### config.mk
export PLATFORM = sky130hd
export DESIGN_NAME = bbr_div
export DESIGN_NICKNAME = d
export VERILOG_FILES = /design/src/design/bbr_pkg.sv /design/src/design/bbr_div.sv
export SDC_FILE = /design/constraint.sdc
export NUM_CORES = 1
export LEC_CHECK = 0
export BUFFER_PORTS_ARGS = -buffer_cell sky130_fd_sc_hd__buf_2
export CORE_MARGIN = 4
export CORE_UTILIZATION = 30
export DETAILED_ROUTE_END_ITERATION = 8
export PLACE_DENSITY = 0.62
export SLEW_MARGIN = 40
export SYNTH_ARGS = -nofsm -noshare
export SYNTH_HDL_FRONTEND = slang
export SYNTH_SLANG_ARGS = --single-unit
### constraint.sdc
create_clock -name clk -period 5.9 [get_ports clk]
set_input_delay 0 -clock clk [delete_from_list [all_inputs] [get_ports clk]]
set_output_delay 0 -clock clk [all_outputs]
set_load 0.05 [all_outputs]
### src/design/bbr_pkg.sv
// ----------------------------------------------------------------------------
// bbr_pkg: shared definitions for the row box filter
// Sample and pixel widths, channel limit and radius register layout.
// ----------------------------------------------------------------------------
package bbr_pkg;

	// one channel sample and the packed RGBA pixel
	localparam int SAMPLE_W = 16;
	localparam int NUM_CH   = 4;
	localparam int PIX_W    = SAMPLE_W * NUM_CH;

	// means are limited to the channel range
	localparam int CHAN_BITS = 16;
	localparam logic [SAMPLE_W-1:0] CHAN_MAX = SAMPLE_W'((1 << CHAN_BITS) - 1);

	// radius register
	localparam int RADIUS_W = 6;
	localparam int RADIUS_LIMIT = (1 << RADIUS_W) - 1;
	localparam logic [RADIUS_W-1:0] RADIUS_RESET = RADIUS_W'(1);
	localparam int MAX_RADIUS_DEF = 63;

	// answers given in the current row, wraps
	localparam int OUT_CNT_W = 16;

endpackage

### src/design/bbr_div.sv
// ----------------------------------------------------------------------------
// bbr_div: iterative window divider
// Restoring division, one quotient bit per cycle. The quotient is known to
// fit in one sample, so the upper dividend bits seed the remainder.
// ----------------------------------------------------------------------------
module bbr_div #(
	parameter int DIVISOR_W = 7
) (
	input  logic                                    clk,
	input  logic                                    arst_n,
	input  logic                                    start,
	input  logic [bbr_pkg::SAMPLE_W+DIVISOR_W-1:0]  dividend,
	input  logic [DIVISOR_W-1:0]                    divisor,
	output logic                                    done,
	output logic [bbr_pkg::SAMPLE_W-1:0]            quot
);

	localparam int Q_W   = bbr_pkg::SAMPLE_W;
	localparam int CNT_W = $clog2(Q_W);

	logic [DIVISOR_W-1:0] rem_q;
	logic [Q_W-1:0]       dvd_q;
	logic [DIVISOR_W-1:0] dsr_q;
	logic [CNT_W-1:0]     cnt_q;
	logic                 busy_q;
	logic                 done_q;

	logic [DIVISOR_W:0]   trial;
	logic [DIVISOR_W:0]   diff;
	logic                 fits;

	// one trial subtraction per cycle
	assign trial = {rem_q, dvd_q[Q_W-1]};
	assign diff  = trial - {1'b0, dsr_q};
	assign fits  = (trial >= {1'b0, dsr_q});

	always_ff @(posedge clk or negedge arst_n) begin
		if (!arst_n) begin
			rem_q  <= '0;
			dvd_q  <= '0;
			dsr_q  <= '0;
			cnt_q  <= '0;
			busy_q <= 1'b0;
			done_q <= 1'b0;
		end else begin
			done_q <= 1'b0;
			if (start) begin
				rem_q  <= dividend[Q_W+DIVISOR_W-1:Q_W];
				dvd_q  <= dividend[Q_W-1:0];
				dsr_q  <= divisor;
				cnt_q  <= '0;
				busy_q <= 1'b1;
			end else if (busy_q) begin
				rem_q <= fits ? diff[DIVISOR_W-1:0] : trial[DIVISOR_W-1:0];
				dvd_q <= {dvd_q[Q_W-2:0], fits};
				cnt_q <= cnt_q + 1'b1;
				if (cnt_q == CNT_W'(Q_W - 1)) begin
					busy_q <= 1'b0;
					done_q <= 1'b1;
				end
			end
		end
	end

	assign done = done_q;
	assign quot = dvd_q;

endmodule

* Word-level counts from Yosys, hierarchy flattened *
Cells that the tools add are included.

operators by class
  eq/ne operators = 1
  muxes and demuxes = 13
  order comparisons = 1
  reduce and logical (&&, ||, !) cells = 1
  add/subtract/negate cells = 2

operators with widths
  cell                                         count
  two-way mux 16 bit                           2
  two-way mux 7 bit                            3
  >= comparator 8 x 7 -> 1 bit                 1
  two-way mux 4 bit                            2
  subtractor 7 bit                             1
  two-way mux 1 bit                            6
  adder 4 x 1 -> 4 bit, second input constant  1
  equality test 4 bit, second input constant   1
  nonzero test 2 bit                           1

storage, ports and cells
  flip-flop bits (word level) = 36
  output and inout bits = 17

* Depth between registers and ports, before layout *
  word-level depth = 4
  gate-level depth with buffers = 9
  gate-level depth less buffers = 8

* Least setup slack after synthesis *
OpenSTA, ideal clock, no wires.

  path kind = flip-flop to flip-flop
  start point = register dvd_q[15], in the netlist quot[15]
  end point = register rem_q[4]
  required time = 5.833 ns
  buffers on the path = 1
  arrival = 2.328 ns
  cell stages (with the launch flop) = 10
  slack = 3.505 ns
  path through = dfrtp_1 > inv_1 > ha_1 > fa_1 > nand2b_2 > a21oi_4 > o221ai_2 > buf_6 > a211o_1 > nand3_2

on the way
  word-level cells in the longest chain between the ends = 4
  elaborated cells between the ends (all ways) = 5
  those cells by class = add/sub (1); order compare (1); mux (3)

ends and longest elaborated chain
  item                                                              line                          RTL
  from (decl)                                                       bbr_div.sv:22                 logic [Q_W-1:0] dvd_q;
  from (signal assigned)                                            bbr_div.sv:49                 dvd_q <= dividend[Q_W-1:0];
  from (signal assigned)                                            bbr_div.sv:55                 dvd_q <= {dvd_q[Q_W-2:0], fits};
  subtractor 7 bit or >= comparator 8 x 7 -> 1 bit (tied branches)  bbr_div.sv:34, bbr_div.sv:35
  two-way mux 7 bit (*)                                             bbr_div.sv:54                 rem_q <= fits ? diff[DIVISOR_W-1:0] : trial[DIVISOR_W-1:0];
  two-way mux 7 bit (*)                                             bbr_div.sv:53                 end else if (busy_q) begin
  two-way mux 7 bit (*)                                             bbr_div.sv:47                 if (start) begin
  to (signal assigned)                                              bbr_div.sv:48                 rem_q <= dividend[Q_W+DIVISOR_W-1:Q_W];
  to (signal assigned)                                              bbr_div.sv:54
  to (decl)                                                         bbr_div.sv:21                 logic [DIVISOR_W-1:0] rem_q;

Every way passes the cells marked *; elsewhere a longest branch is shown, timed or not. The select of a mux whose other input is x is not followed.
A chain may end at the register's enable or synchronous reset.

* Worst setup path after layout *
  start point = register dvd_q[15], in the netlist quot[15]
  end point = register rem_q[6]

The elaborated chain is that of the path after synthesis.

==> results.yml <==
status:
  status: "finished clean"
critical_path:
  arrival_ps: 2530
  cpPeakStageDelay_ps: 400
  r2r_setup_slack_ps: 3570
  r2r-end: "rem_q[6]$_DFFE_PN0P_"
  setup.worst_path.start: "quot[15]$_DFFE_PN0P_"
  path_cells: "inv_1 > ha_1 > fa_1 > nand2b_2 > a21oi_4 > o221ai_2 > a22o_1 > o211ai_1"
  end_kind: "flip-flop"
  cp.required_ps: 6100
  worst-setup-path-type: "reg2reg"
  crit_fanout: 15
  crit_family: "compound AO/OA/AOI/OAI gates"
  cp.depth: 8
  cp_num_buf_inv: 1
  critPathLaunchType: "flip-flop"
  rr_startpoint: "quot[15]$_DFFE_PN0P_"
  r2r_cells: 8
  endpoint: "rem_q[6]$_DFFE_PN0P_"
  cp_slowest_cell: "dfrtp_1"
timing:
  rsz0062_at_grt: "false"
  drv_slew: 0
  tightest_slew_ps: 660
  layout_worst_path_cycle_share_pct: 39.5
  relSlewSlack_pct: 56.0
  hold_ws_ps: 156
  fin_ws_ps: 3570
  skew_ps: 3.58
  hold_viol_final: 0
  fin_crit_ps: 2330
  setup_viol: 0
  max_freq_mhz: 430
  tns_ps: 0
global_routing:
  grt_pass1_vias: 1743
  track_usage_pct: 12.8
  grt_max_degree: 67
  grt_pass1_wl_um: 8450
  grt.overflow.total: 0
  antenna_found_initial: 0
synthesis:
  ys_seq_area_share_pct: 44.4
  synth.top_cell.area_share_pct: 44.4
  synth_fp_nets: 254
  synth_largest_area_cell: "dfrtp_1"
  ys_seq_elements: 36
  synth-warning-count: 0
  ys_top_cells_by_area: "dfrtp_1, mux2i_1, o21ai_0"
  yosysUniqueCellTypes: 39
  synth.avg_cell_area_um2: 9.56
  synthesis.instances: 212
  syn_area_um2: 2030
placed_design:
  gp_congestion: 0.795
  hpwl_um: 3440
  dp.cells: 327
  post-place-ws_ps: 3610
  portBuffers: 49
layout:
  n_antenna_cell: 0
  syn_to_final_growth_pct: 35.7
  final_common_cell: "buf_2"
  drive_above_1_share_pct: 22.8
  final_cells: 366
  layout_common_cells: "buf_2, dfrtp_1, dlygate4sd3_1, nand2_1, o21ai_0"
  nets: 330
route:
  first_pass_iters: 4
  vias_per_cell: 4.87
  initialDrtViolationCount: 88
  drc: 0
  totalWireLength_um: 5050
  via_count: 1782
  wl_per_cell_um: 13.8
  ant_nets: 0
job:
  cap_violations: 0
power:
  power_density_nw_per_um2: 333
  leakagePower_nw: 1.38
  peakVddDrop_mv: 0.133
  finalPower_mw: 0.915
clock_network:
  cts_tree: "built"
  clk_latency_ps: 290
  clock_path_buffers: 2
  clock-root-buffer: "clkbuf_8"
  cts_resized: 0
  clkTransAtPathRegs_ps: 70
  htreeDepth: 2
  cts_buffers: 5
  cts_sinks: 36
floorplanning:
  die_area_um2: 8140
  start_util_pct: 31.4
  boundaryPins: 50
  fp.dieW_um: 90.2
  core_area_um2: 6460
  row_count: 29
  fp.dieH_um: 90.2
hold_path:
  hp-class: "in2async"
[how the worst min path moves through the flow]
stage / slack, ps / end
finish: 160 / rem_q[3]$_DFFE_PN0P_
global route: 180 / cnt_q[1]$_DFFE_PN0P_
CTS: 160 / rem_q[3]$_DFFE_PN0P_
detailed placement: -70 / dsr_q[5]$_DFFE_PN0P_
global placement: 150 / dsr_q[5]$_DFFE_PN0P_
floorplan: -300 / busy_q$_DFF_PN0_
[layer usage]
layer / part of all wire [%] / global-route usage, % / vias up
li1: - / - / 902
met1: 46 / 16.1 / 822
met2: 46 / 20.3 / 54
met3: 7.0 / 4.59 / 4
met4: 0.95 / 4.34 / 0
met5: 0 / 0 / -
[where the power goes]
group | leakage [nW] | switching [mW] | internal [mW]
clock network | 0.0510 | 0.0902 | 0.0932
logic | 0.887 | 0.239 | 0.171
registers | 0.439 | 0.0338 | 0.288
[registers in the layout (all words and copies together), names as in the netlist]
name and flops:
rem_q 7, cnt_q 4, done 1, dsr_q 7
quot 16, busy_q 1
[worst register-to-register path, delay by kind of cell, from the launching register on]
| kind | cells | cell delay (ps) |
|---|---|---|
| buf+inv | 1 | 70 |
| flops | 1 | 400 |
| compound gates | 4 | 940 |
| fa+ha+maj | 2 | 610 |
| simple gates | 1 | 220 |
[synthesized netlist by cell type, drive strengths merged]
master / instances
dfrtp: 36
nand2: 23
o21ai: 22
mux2i: 18
nor2: 13
a21oi: 10
inv: 10
nand4: 9
ha: 8
buf: 7
clkbuf: 7
nand3: 5
nor3: 5
nor3b: 5
a211o: 4
nand2b: 3
nor2b: 3
a21o: 2
a22o: 2
and3: 2
nand3b: 2
o211ai: 2
xnor2: 2
xor2: 2
a2111oi: 1
a221oi: 1
a22oi: 1
a311oi: 1
fa: 1
mux2: 1
nor4: 1
o21a: 1
o221ai: 1
o31a: 1
[cells by family after synthesis]
kind of cell               Yosys count  synth area share, %
and+or+nand+nor                     71                 17.7
buffers and inverters               24                 5.06
adders and majority gates            9                 5.93
AOI/OAI and AO/OA                   49                 15.7
xor gates and xnor gates             4                 1.73
DFF                                 36                 44.4
muxes                               19                 9.44
[cell type report]
cell class,count,area (µm²)
fill,631,3710
timing repair buffer,83,598
clock inverter,2,10.0
clock buffer,6,82.6
sequential,36,901
multi-input combinational,152,1030
inverter,10,37.5
tap,77,96.3
[per-stage QoR]
step	area [µm²]	utilization [%]
finish	2750	42.6
global route	2750	42.6
CTS	2750	42.6
detailed placement	2350	36.3
global placement	2320	35.9
floorplan	2030	-
[timing repair]
action	4_1_cts	5_1_grt
endpoints found under the setup margin	0	0
setup buffers	0	0
hold endpoints to repair	66	0
hold buffers	31	0
Note: power is estimated with default switching activity, not from simulation.
